File: src/rtl/bau_pkg.sv
// Shared types, constants and helper functions of the decimal-adjust unit.
// Used by every RTL module of the block; depends on nothing.
`timescale 1ns / 1ps

package bau_pkg;

  localparam int QUEUE_DEPTH = 4;
  localparam int DIV_STEPS   = 8;

  localparam logic [2:0] OP_AAA = 3'd0;
  localparam logic [2:0] OP_AAS = 3'd1;
  localparam logic [2:0] OP_DAA = 3'd2;
  localparam logic [2:0] OP_DAS = 3'd3;
  localparam logic [2:0] OP_AAM = 3'd4;
  localparam logic [2:0] OP_AAD = 3'd5;

  localparam logic [3:0] NIB_MAX = 4'd9;
  localparam logic [3:0] NIB_ADJ = 4'h6;
  localparam logic [7:0] DEC_MAX = 8'h99;
  localparam logic [7:0] BYTE_ZERO = 8'h00;

  typedef enum logic [6:0] {
    CLS_AAA  = 7'b0000001,
    CLS_AAS  = 7'b0000010,
    CLS_DAA  = 7'b0000100,
    CLS_DAS  = 7'b0001000,
    CLS_AAM  = 7'b0010000,
    CLS_AAD  = 7'b0100000,
    CLS_PASS = 7'b1000000
  } bau_cls_t;

  typedef struct packed {
    logic [2:0] operation;
    logic [7:0] al_in;
    logic [7:0] ah_in;
    logic       af_in;
    logic       cf_in;
    logic [7:0] imm_base;
  } bau_in_t;

  typedef struct packed {
    logic [7:0] al_out;
    logic [7:0] ah_out;
    logic       af_out;
    logic       cf_out;
    logic       sign_flag;
    logic       zero_flag;
    logic       parity_flag;
    logic       szp_written;
    logic       divide_error;
  } bau_out_t;

  // Classified instruction as it travels from the front end to the back end.
  typedef struct packed {
    bau_cls_t   cls;
    logic [7:0] al;
    logic [7:0] ah;
    logic       af;
    logic       cf;
    logic [7:0] imm;
    logic       lo_adj;
    logic       hi_adj;
    logic       derr;
  } bau_dec_t;

  // One stage of the back-end pipeline; rem doubles as the AAD product.
  typedef struct packed {
    bau_cls_t   cls;
    logic [7:0] al;
    logic [7:0] ah;
    logic       af;
    logic       cf;
    logic       derr;
    logic       szp;
    logic [7:0] imm;
    logic [7:0] rem;
    logic [7:0] dq;
  } bau_stage_t;

  function automatic logic even_parity(input logic [7:0] v);
    return ~^v;
  endfunction

  // One restoring-division step: shift in a dividend bit, shift out a quotient bit.
  function automatic bau_stage_t div_step(input bau_stage_t s);
    bau_stage_t r;
    logic [8:0] t;
    logic [8:0] d;
    r = s;
    t = {s.rem, s.dq[7]};
    d = t - {1'b0, s.imm};
    if (s.cls == CLS_AAM) begin
      if (t >= {1'b0, s.imm}) begin
        r.rem = d[7:0];
        r.dq  = {s.dq[6:0], 1'b1};
      end else begin
        r.rem = t[7:0];
        r.dq  = {s.dq[6:0], 1'b0};
      end
    end
    return r;
  endfunction

endpackage

File: src/rtl/bau_front.sv
// Front end of the decimal-adjust unit: accepts instructions and classifies them.
// Depends on bau_pkg for the payload and decoded-item types.
`timescale 1ns / 1ps

module bau_front (
  input  logic              clk,
  input  logic              rst_n,
  input  logic              in_valid,
  output logic              in_ready,
  input  bau_pkg::bau_in_t  in_data,
  output logic              dec_vld,
  input  logic              dec_rdy,
  output bau_pkg::bau_dec_t dec_data
);

  logic              vld_r;
  logic              vld_nxt;
  bau_pkg::bau_dec_t dec_r;
  bau_pkg::bau_dec_t dec_nxt;

  assign in_ready = !vld_r || dec_rdy;
  assign dec_vld  = vld_r;
  assign dec_data = dec_r;
  assign vld_nxt  = in_ready ? in_valid : vld_r;

  always_comb begin
    case (in_data.operation)
      bau_pkg::OP_AAA: dec_nxt.cls = bau_pkg::CLS_AAA;
      bau_pkg::OP_AAS: dec_nxt.cls = bau_pkg::CLS_AAS;
      bau_pkg::OP_DAA: dec_nxt.cls = bau_pkg::CLS_DAA;
      bau_pkg::OP_DAS: dec_nxt.cls = bau_pkg::CLS_DAS;
      bau_pkg::OP_AAM: dec_nxt.cls = bau_pkg::CLS_AAM;
      bau_pkg::OP_AAD: dec_nxt.cls = bau_pkg::CLS_AAD;
      default:         dec_nxt.cls = bau_pkg::CLS_PASS;
    endcase
    dec_nxt.al     = in_data.al_in;
    dec_nxt.ah     = in_data.ah_in;
    dec_nxt.af     = in_data.af_in;
    dec_nxt.cf     = in_data.cf_in;
    dec_nxt.imm    = in_data.imm_base;
    dec_nxt.lo_adj = (in_data.al_in[3:0] > bau_pkg::NIB_MAX) || in_data.af_in;
    dec_nxt.hi_adj = (in_data.al_in > bau_pkg::DEC_MAX) || in_data.cf_in;
    dec_nxt.derr   = (in_data.operation == bau_pkg::OP_AAM) &&
                     (in_data.imm_base == bau_pkg::BYTE_ZERO);
  end

  always_ff @(posedge clk) begin
    if (!rst_n) begin
      vld_r <= 1'b0;
    end else begin
      vld_r <= vld_nxt;
    end
  end

  always_ff @(posedge clk) begin
    if (in_ready) begin
      dec_r <= dec_nxt;
    end
  end

endmodule

File: src/rtl/bau_queue.sv
// Short queue of classified instructions between the front and back ends.
// Depends on bau_pkg for the decoded-item type.
`timescale 1ns / 1ps

module bau_queue #(
  parameter int DEPTH = bau_pkg::QUEUE_DEPTH
) (
  input  logic              clk,
  input  logic              rst_n,
  input  logic              push_vld,
  output logic              push_rdy,
  input  bau_pkg::bau_dec_t push_data,
  output logic              pop_vld,
  input  logic              pop_rdy,
  output bau_pkg::bau_dec_t pop_data
);

  localparam int PTR_W = $clog2(DEPTH);
  localparam int CNT_W = $clog2(DEPTH + 1);

  bau_pkg::bau_dec_t mem_r [DEPTH];
  logic [PTR_W-1:0]  wr_ptr_r;
  logic [PTR_W-1:0]  wr_ptr_nxt;
  logic [PTR_W-1:0]  rd_ptr_r;
  logic [PTR_W-1:0]  rd_ptr_nxt;
  logic [CNT_W-1:0]  cnt_r;
  logic [CNT_W-1:0]  cnt_nxt;
  logic              do_push;
  logic              do_pop;

  assign push_rdy = (cnt_r != CNT_W'(DEPTH));
  assign pop_vld  = (cnt_r != '0);
  assign pop_data = mem_r[rd_ptr_r];
  assign do_push  = push_vld && push_rdy;
  assign do_pop   = pop_vld && pop_rdy;

  always_comb begin
    wr_ptr_nxt = wr_ptr_r;
    rd_ptr_nxt = rd_ptr_r;
    cnt_nxt    = cnt_r;
    if (do_push) begin
      wr_ptr_nxt = (wr_ptr_r == PTR_W'(DEPTH - 1)) ? '0 : wr_ptr_r + PTR_W'(1);
    end
    if (do_pop) begin
      rd_ptr_nxt = (rd_ptr_r == PTR_W'(DEPTH - 1)) ? '0 : rd_ptr_r + PTR_W'(1);
    end
    if (do_push && !do_pop) begin
      cnt_nxt = cnt_r + CNT_W'(1);
    end else if (do_pop && !do_push) begin
      cnt_nxt = cnt_r - CNT_W'(1);
    end
  end

  always_ff @(posedge clk) begin
    if (!rst_n) begin
      wr_ptr_r <= '0;
      rd_ptr_r <= '0;
      cnt_r    <= '0;
    end else begin
      wr_ptr_r <= wr_ptr_nxt;
      rd_ptr_r <= rd_ptr_nxt;
      cnt_r    <= cnt_nxt;
    end
  end

  always_ff @(posedge clk) begin
    if (do_push) begin
      mem_r[wr_ptr_r] <= push_data;
    end
  end

endmodule

File: src/rtl/bau_back.sv
// Back end of the decimal-adjust unit: adjust logic, pipelined divider and result register.
// Depends on bau_pkg for the stage type, division step and parity function.
`timescale 1ns / 1ps

module bau_back (
  input  logic              clk,
  input  logic              rst_n,
  input  logic              q_vld,
  output logic              q_pop,
  input  bau_pkg::bau_dec_t q_data,
  output logic              out_valid,
  input  logic              out_ready,
  output bau_pkg::bau_out_t out_data
);

  localparam int NSTG = bau_pkg::DIV_STEPS + 1;

  bau_pkg::bau_stage_t st_r   [NSTG];
  bau_pkg::bau_stage_t st_nxt [NSTG];
  logic [NSTG-1:0]     vld_r;
  logic [NSTG-1:0]     vld_nxt;
  logic                out_vld_r;
  logic                out_vld_nxt;
  bau_pkg::bau_out_t   out_r;
  bau_pkg::bau_out_t   out_nxt;
  logic                adv;
  logic [7:0]          adj;
  logic [15:0]         prod;
  bau_pkg::bau_stage_t last;
  logic [7:0]          fin_al;

  assign adv       = !out_vld_r || out_ready;
  assign q_pop     = adv;
  assign out_valid = out_vld_r;
  assign out_data  = out_r;
  assign adj       = {q_data.hi_adj ? bau_pkg::NIB_ADJ : 4'h0,
                      q_data.lo_adj ? bau_pkg::NIB_ADJ : 4'h0};
  assign prod      = 16'(q_data.ah) * 16'(q_data.imm);
  assign last      = st_r[NSTG-1];

  always_comb begin
    st_nxt[0].cls  = q_data.cls;
    st_nxt[0].al   = q_data.al;
    st_nxt[0].ah   = q_data.ah;
    st_nxt[0].af   = q_data.af;
    st_nxt[0].cf   = q_data.cf;
    st_nxt[0].derr = q_data.derr;
    st_nxt[0].szp  = 1'b0;
    st_nxt[0].imm  = q_data.imm;
    st_nxt[0].rem  = bau_pkg::BYTE_ZERO;
    st_nxt[0].dq   = q_data.al;
    case (q_data.cls)
      bau_pkg::CLS_AAA: begin
        if (q_data.lo_adj) begin
          st_nxt[0].al = {4'h0, q_data.al[3:0] + bau_pkg::NIB_ADJ};
          st_nxt[0].ah = q_data.ah + 8'd1;
        end else begin
          st_nxt[0].al = {4'h0, q_data.al[3:0]};
        end
        st_nxt[0].af = q_data.lo_adj;
        st_nxt[0].cf = q_data.lo_adj;
      end
      bau_pkg::CLS_AAS: begin
        if (q_data.lo_adj) begin
          st_nxt[0].al = {4'h0, q_data.al[3:0] - bau_pkg::NIB_ADJ};
          st_nxt[0].ah = q_data.ah - 8'd1;
        end else begin
          st_nxt[0].al = {4'h0, q_data.al[3:0]};
        end
        st_nxt[0].af = q_data.lo_adj;
        st_nxt[0].cf = q_data.lo_adj;
      end
      bau_pkg::CLS_DAA: begin
        st_nxt[0].al = q_data.al + adj;
        st_nxt[0].af = q_data.lo_adj;
        st_nxt[0].cf = q_data.hi_adj;
      end
      bau_pkg::CLS_DAS: begin
        st_nxt[0].al = q_data.al - adj;
        st_nxt[0].af = q_data.lo_adj;
        st_nxt[0].cf = q_data.hi_adj;
      end
      bau_pkg::CLS_AAM: begin
        st_nxt[0].szp = !q_data.derr;
      end
      bau_pkg::CLS_AAD: begin
        st_nxt[0].ah  = bau_pkg::BYTE_ZERO;
        st_nxt[0].rem = prod[7:0];
        st_nxt[0].szp = 1'b1;
      end
      default: begin
      end
    endcase
    for (int k = 1; k < NSTG; k++) begin
      st_nxt[k] = bau_pkg::div_step(st_r[k-1]);
    end
  end

  assign vld_nxt = {vld_r[NSTG-2:0], q_vld};

  always_comb begin
    case (last.cls)
      bau_pkg::CLS_AAM: fin_al = last.derr ? last.al : last.rem;
      bau_pkg::CLS_AAD: fin_al = last.al + last.rem;
      default:          fin_al = last.al;
    endcase
    out_nxt.al_out       = fin_al;
    out_nxt.ah_out       = (last.cls == bau_pkg::CLS_AAM && !last.derr) ? last.dq : last.ah;
    out_nxt.af_out       = last.af;
    out_nxt.cf_out       = last.cf;
    out_nxt.sign_flag    = last.szp && fin_al[7];
    out_nxt.zero_flag    = last.szp && (fin_al == bau_pkg::BYTE_ZERO);
    out_nxt.parity_flag  = last.szp && bau_pkg::even_parity(fin_al);
    out_nxt.szp_written  = last.szp;
    out_nxt.divide_error = last.derr;
  end

  assign out_vld_nxt = adv ? vld_r[NSTG-1] : out_vld_r;

  always_ff @(posedge clk) begin
    if (!rst_n) begin
      vld_r     <= '0;
      out_vld_r <= 1'b0;
    end else begin
      if (adv) begin
        vld_r <= vld_nxt;
      end
      out_vld_r <= out_vld_nxt;
    end
  end

  always_ff @(posedge clk) begin
    if (adv) begin
      for (int k = 0; k < NSTG; k++) begin
        st_r[k] <= st_nxt[k];
      end
      out_r <= out_nxt;
    end
  end

endmodule

File: src/rtl/bcd_adjust_unit_top.sv
// Top level of the decimal-adjust unit for AAA, AAS, DAA, DAS, AAM and AAD.
// Depends on bau_pkg, bau_front, bau_queue and bau_back.
//
// Usage:
// The input channel (in_valid, in_ready, in_data) takes one instruction beat with
// its opcode, AL, AH, AF, CF and immediate byte. The result channel (out_valid,
// out_ready, out_data) returns exactly one beat per instruction, in order.
// A front end classifies each instruction and precomputes the adjust conditions,
// a four-entry queue decouples it from the back end, and the back end runs every
// instruction through an eight-stage restoring divider used by AAM.
// Throughput is one instruction per cycle while out_ready stays high.
// With the queue empty, an accepted input beat passes through one front
// register, one queue write, one entry stage, eight divider stages and the
// result register before its result appears on out_valid.
// When the receiver stalls, the back end holds its stages and its result, the
// queue fills, and in_ready drops only once the queue and front register are full.
// A synchronous active-low reset empties the pipeline and the queue; the block
// keeps no architectural state, so no result depends on earlier instructions.
`timescale 1ns / 1ps

module bcd_adjust_unit_top #(
  parameter int QUEUE_DEPTH = bau_pkg::QUEUE_DEPTH
) (
  input  logic              clk,
  input  logic              rst_n,
  input  logic              in_valid,
  output logic              in_ready,
  input  bau_pkg::bau_in_t  in_data,
  output logic              out_valid,
  input  logic              out_ready,
  output bau_pkg::bau_out_t out_data
);

  logic              dec_vld;
  logic              dec_rdy;
  bau_pkg::bau_dec_t dec_data;
  logic              q_vld;
  logic              q_pop;
  bau_pkg::bau_dec_t q_data;

  bau_front u_front (
    .clk      (clk),
    .rst_n    (rst_n),
    .in_valid (in_valid),
    .in_ready (in_ready),
    .in_data  (in_data),
    .dec_vld  (dec_vld),
    .dec_rdy  (dec_rdy),
    .dec_data (dec_data)
  );

  bau_queue #(
    .DEPTH (QUEUE_DEPTH)
  ) u_queue (
    .clk       (clk),
    .rst_n     (rst_n),
    .push_vld  (dec_vld),
    .push_rdy  (dec_rdy),
    .push_data (dec_data),
    .pop_vld   (q_vld),
    .pop_rdy   (q_pop),
    .pop_data  (q_data)
  );

  bau_back u_back (
    .clk       (clk),
    .rst_n     (rst_n),
    .q_vld     (q_vld),
    .q_pop     (q_pop),
    .q_data    (q_data),
    .out_valid (out_valid),
    .out_ready (out_ready),
    .out_data  (out_data)
  );

endmodule

File: config.mk
export PLATFORM = sky130hd
export DESIGN_NAME = bcd_adjust_unit_top
export DESIGN_NICKNAME = d
export VERILOG_FILES = /design/src/rtl/bau_pkg.sv /design/src/rtl/bau_front.sv /design/src/rtl/bau_queue.sv /design/src/rtl/bau_back.sv /design/src/rtl/bcd_adjust_unit_top.sv
export SDC_FILE = /design/constraint.sdc
export NUM_CORES = 1
export LEC_CHECK = 0
export ABC_AREA = 1
export BUFFER_PORTS_ARGS = -buffer_cell sky130_fd_sc_hd__buf_2
export CORE_ASPECT_RATIO = 0.9
export CORE_MARGIN = 4
export CORE_UTILIZATION = 45
export CTS_CLUSTER_DIAMETER = 100
export DETAILED_ROUTE_END_ITERATION = 6
export SYNTH_ARGS = -nofsm -noshare
export SYNTH_HDL_FRONTEND = slang
export SYNTH_HIERARCHICAL = 1
export SYNTH_SLANG_ARGS = --single-unit
File: constraint.sdc
create_clock -name clk -period 20 [get_ports clk]
set_clock_uncertainty 0.05 [all_clocks]
set_input_delay 6 -clock clk [delete_from_list [all_inputs] [get_ports clk]]
set_output_delay 6 -clock clk [all_outputs]
set_load 0.01 [all_outputs]
# Word level (Yosys, flattened, before mapping)
# Memories as Yosys holds them, arrays and structs flattened. A register that Yosys moved wholly into a read port is not among the register bits.
# Index checks and enable logic that the tools add are counted.
[op_classes]
n_addsub = 19
mul = 1
div = 0
order_cmp = 10
n_eq_ne = 24
shifts = 0
mux = 41
bitwise = 0
reduce_logical = 27
[ops]
columns = ["op", "n"]
rows = [
  ["$mux W16", 16],
  ["$ge A9 B8 Y1", 8],
  ["$sub A8 B8 Y8", 9],
  ["$eq A7 B5 Y1 const B", 10],
  ["$pmux W7 S6", 1],
  ["$mux W8", 5],
  ["$pmux W8 S4", 1],
  ["$pmux W8 S3", 1],
  ["$add A8 B8 Y8", 2],
  ["$logic_not A8 Y1", 2],
  ["$pmux W8 S2", 1],
  ["$eq A7 B6 Y1 const B", 2],
  ["$mux W3", 4],
  ["$logic_and A1 B1 Y1", 9],
  ["$add A8 B1 Y8 const B", 1],
  ["$gt A8 B8 Y1 const B", 1],
  ["$mul A8 B8 Y8", 1],
  ["$mux W2", 4],
  ["$mux W4", 2],
  ["$reduce_xnor A8 Y1", 1],
  ["$sub A8 B1 Y8 const B", 1],
  ["$eq A7 B1 Y1 const B", 1],
  ["$eq A7 B2 Y1 const B", 1],
  ["$eq A7 B3 Y1 const B", 1],
  ["21 further kinds", 37],
]
[totals]
register_bits = 77
latchBits = 0
ram_bits = 603
rom_bits = 0
inputBits = 33
output_inout_bits = 25
word_cells = 148
mem_count = 2
[memory_table]
columns = ["memory", "depth", "width", "rd", "rd_ports_with_merged_regs", "wr", "line_no", "rtl"]
rows = [
  ["u_back.st_r", 9, 51, 9, 0, 9, "bau_back.sv:18", "bau_pkg::bau_stage_t st_r [NSTG];"],
  ["u_queue.mem_r", 4, 36, 1, 1, 1, "bau_queue.sv:21", "bau_pkg::bau_dec_t mem_r [DEPTH];"],
]

# Longest topological paths before layout
[logic_depth]
depth_word = 6
depth_mapped = 28

# Hierarchy
# The synthesis kept the hierarchy.
[modules_own_cells]
columns = ["module", "instances", "cells_each", "area_per_inst_um2", "seq_area_each_um2"]
rows = [
  ["bau_back", 1, 2268, 23577.6, 14433.8],
  ["bau_queue", 1, 418, 5864.4, 4504.3],
  ["bau_front", 1, 69, 1247.4, 1101.1],
]

# Worst setup path after synthesis
# Ideal clock, no wire load.
[synth_timing]
kind = "input port to flip-flop"
from = "in out_ready"
to = "reg u_queue.cnt_r[1]"
setup_time_ns = 0.116
t_arrival_ns = 13.132
path_slack_ns = 6.702
stages = 8
n_path_buf = 0
path_cell_list = "nor2_1 inv_2 nand2_1 ha_1 inv_1 fa_1 o21ai_0 nor2_1"
[synth_via]
elab_chain_len = 5
word_cells_on_any_way = 7
[synth_lines]
columns = ["item", "line_no", "rtl"]
rows = [
  ["from (decl)", "bcd_adjust_unit_top.sv:30", "input logic out_ready,"],
  ["$logic_or A1 B1 Y1", "bau_back.sv:32", "assign adv = !out_vld_r || out_ready;"],
  ["net q_pop", "bcd_adjust_unit_top.sv:38", "logic q_pop;"],
  ["$logic_and A1 B1 Y1", "bau_queue.sv:35", "assign do_pop = pop_vld && pop_rdy;"],
  ["$logic_not A1 Y1", "bau_queue.sv:47", "if (do_push && !do_pop) begin"],
  ["$logic_and A1 B1 Y1", "bau_queue.sv:47", ""],
  ["$mux W3", "bau_queue.sv:47", ""],
  ["net u_queue.cnt_nxt[1]", "bau_queue.sv:27", "logic [CNT_W-1:0] cnt_nxt;"],
  ["to (signal assigned)", "bau_queue.sv:62", "cnt_r <= cnt_nxt;"],
  ["to (decl)", "bau_queue.sv:26", "logic [CNT_W-1:0] cnt_r;"],
]
# The timed path passes the listed nets, and every way through them passes these cells.
# A chain may end at the register's enable or synchronous reset.

# Final worst setup path
[layout_timing]
from = "in out_ready"
to = "reg u_back.out_r, in the netlist u_back/out_data[18] (enable)"
[layout_via]
elab_chain_len = 1
[layout_lines]
columns = ["item", "line_no", "rtl"]
rows = [
  ["$logic_or A1 B1 Y1", "bau_back.sv:32", ""],
  ["net q_pop", "bcd_adjust_unit_top.sv:38", ""],
  ["to (signal assigned)", "bau_back.sv:137", "out_r <= out_nxt;"],
  ["to (decl)", "bau_back.sv:24", "bau_pkg::bau_out_t out_r;"],
]
# The timed path passes the listed nets, and every way through them passes these cells.

==> flow_summary.json <==
{
  "io_buffers": 57,
  "fin_crit_ps": 8570,
  "worstPathRequired_ps": 20170,
  "yosysSeqAreaShare_pct": 65.3,
  "syn_to_final_growth_pct": 11.1,
  "setup_viol_count_final": 0,
  "max_stage_delay_ps": 910,
  "met3_usage_pct": 3.03,
  "crit_family": "buffers and inverters",
  "remaining_drc_errors": 0,
  "grt_remaining_overflow": 0,
  "synth_mux_area_share_pct": 0,
  "io_pins": 58,
  "grt_use_met1_pct": 20.9,
  "dp_hpwl_um": 41000,
  "grt_use_total_pct": 16.4,
  "wl_um": 59600,
  "wl_per_cell_um": 15.8,
  "fin_area_um2": 34100,
  "ys_types": 51,
  "drv_cap": 0,
  "yosys.area_share.simple_pct": 17.3,
  "cp_cell_sequence": "buf_2, nor2_1, inv_8, buf_12, buf_4",
  "syn-cell-area_um2": 30700,
  "synth-adder-area-share_pct": 5.92,
  "clock_tree.buffer_depth": 3,
  "stdcell_count": 3778,
  "crit_path_max_fanout": 177,
  "setup_tns_ps": 0,
  "final_nets": 3013,
  "worstSetupPathType": "input pin to flop",
  "cts_made_buffers": 71,
  "start_util_pct": 45.6,
  "cts_root_buf": "clkbuf_16",
  "postSynthAreaPerCell_um2": 11.1,
  "vdd_drop_max_mv": 0.0914,
  "die_h_um": 256,
  "place_congestion": 0.842,
  "via_per_inst": 5.02,
  "use_met2_pct": 28.3,
  "ys_ff_latch": 674,
  "cts-hold-fix-buffers": 0,
  "max_slew.worst_pin.slew_ps": 1110,
  "die_area_um2": 72400,
  "htreeDepth": 3,
  "grt_max_degree": 178,
  "period_share_pct": 42.8,
  "postCtsResizedCells": 0,
  "async_flop_share_pct": 0,
  "p_per_area_nw_per_um2": 159,
  "startpoint_type": "input pin",
  "slew_violations": 0,
  "post_cts_buffers": 0,
  "synth_top_family_by_area": "simple AND/OR/NAND/NOR gates",
  "drt_iter0_drc": 1214,
  "drtAntennaViolNets": 0,
  "cp_slowest_cell": "buf_4",
  "synthXorXnorAreaFrac_pct": 1.06,
  "cts_sinks": 674,
  "grt_pass1_wl_um": 96800,
  "fmax_mhz": 117,
  "cts_tree": "yes",
  "dp_cells": 3649,
  "final_layout_size_suffix_gt1_share_pct": 8.30,
  "slew_headroom_pct": 26.0,
  "firstDrtPassIters": 5,
  "final-hold-violation-count": 0,
  "hold_path.class": "flop to flop",
  "timing.hold.ws_ps": 351,
  "synthCells": 2755,
  "die_x_um": 283,
  "p_total_mw": 5.44,
  "vias": 19000,
  "synth_edf_count": 654,
  "p_leak_nw": 14.9,
  "worstSkewPairLatency_ps": 610,
  "mostFrequentLayoutCell": "nand2_1",
  "diodes": 0,
  "core_area_um2": 67300,
  "final_cell_mix": "nand2_1 (702), edfxtp_1 (654), inv_1 (346)",
  "top_usage_layer": "met2",
  "first_global_vias": 18700,
  "dpl_cell_area_um2": 31900,
  "synth_flop_cell": "edfxtp_1",
  "synth_nets": 2920,
  "rows": 90,
  "synth_compound_gate_area_share_pct": 4.78,
  "critical_path_buf_inv_count": 4,
  "status": "finished clean",
  "grt_setup_unrepaired": "no",
  "antenna_found_initial": 0,
  "cts.clk_slew.worst_paths_ps": 60,
  "arrival_ps": 8730,
  "yosysWarnings": 6,
  "endpoint_kind": "flop"
}
## cell type report
cell class	instances	area, um2
Clock buffer	88	1860
Clock inverter	41	333
Tap cell	874	1090
Sequential cell	674	20000
Timing Repair Buffer	78	455
Multi-Input combinational cell	1662	8950
Fill cell	5874	33200
Inverter	361	1370
## synthesized netlist by cell type (all sizes together), types with 22 or more instances
library cell / instances / area share, %
o22ai: 36 / 0.73
nand2: 723 / 9.1
edfxtp: 654 / 64
a21oi: 49 / 0.88
inv: 356 / 4.4
o21ai: 133 / 2.2
ha: 110 / 4.5
nand3: 199 / 3.3
nor2: 213 / 2.7
buf: 46 / 1.0
nand4: 49 / 1.0
xor2: 23 / 0.66
fa: 22 / 1.4
## cells by family after synthesis
logic type	count (synthesis)
simple gates	1237
fa+ha+maj	132
xor+xnor	37
compound gates	256
buf+inv	419
flops	674
## sequential cells by signal, summed over array words and instances (netlist names), named ones only
signal,cells
u_front/dec_vld,1
u_front/dec_data,36
u_queue/mem_r,144
u_back/st_r,451
u_back/out_data,23
u_back/vld_r,9
u_queue/cnt_r,3
u_queue/wr_ptr_r,2
u_queue/rd_ptr_r,2
u_back/out_valid,1
## final timing paths
| check | cells past startpoint | end | slack [ps] | startpoint |
|---|---|---|---|---|
| worst max-delay path | 5 | u_back/out_data[18] | 11430 | out_ready |
| worst min-delay path | 0 | u_back/st_r[0][386] | 350 | u_back/st_r[0][335] |
| worst max register to register | 23 | u_back/st_r[0][15] | 14410 | flop |
| worst min register to register | 0 | u_back/st_r[0][386] | 350 | u_back/st_r[0][335] |
## metal layers
layer | routed length [um] | up-vias
met5 | 0 | -
met4 | 1980 | 0
met3 | 2400 | 102
met2 | 29100 | 372
met1 | 26100 | 8927
li1 | - | 9575
## where the power goes
part | switching, mW | internal, mW
clock network | 0.536 | 0.696
logic | 1.14 | 0.657
registers | 0.240 | 2.17
total | 1.91 | 3.52
## metrics by stage
stage / utilization, % / setup slack (ps)
global placement: 47.4 / 10830
global route: 50.7 / 11170
floorplan: - / 6700
detailed placement: 47.4 / 10720
CTS: 50.7 / 11380
finish: 50.7 / 11430
Note: power is estimated with default switching activity, not from simulation.
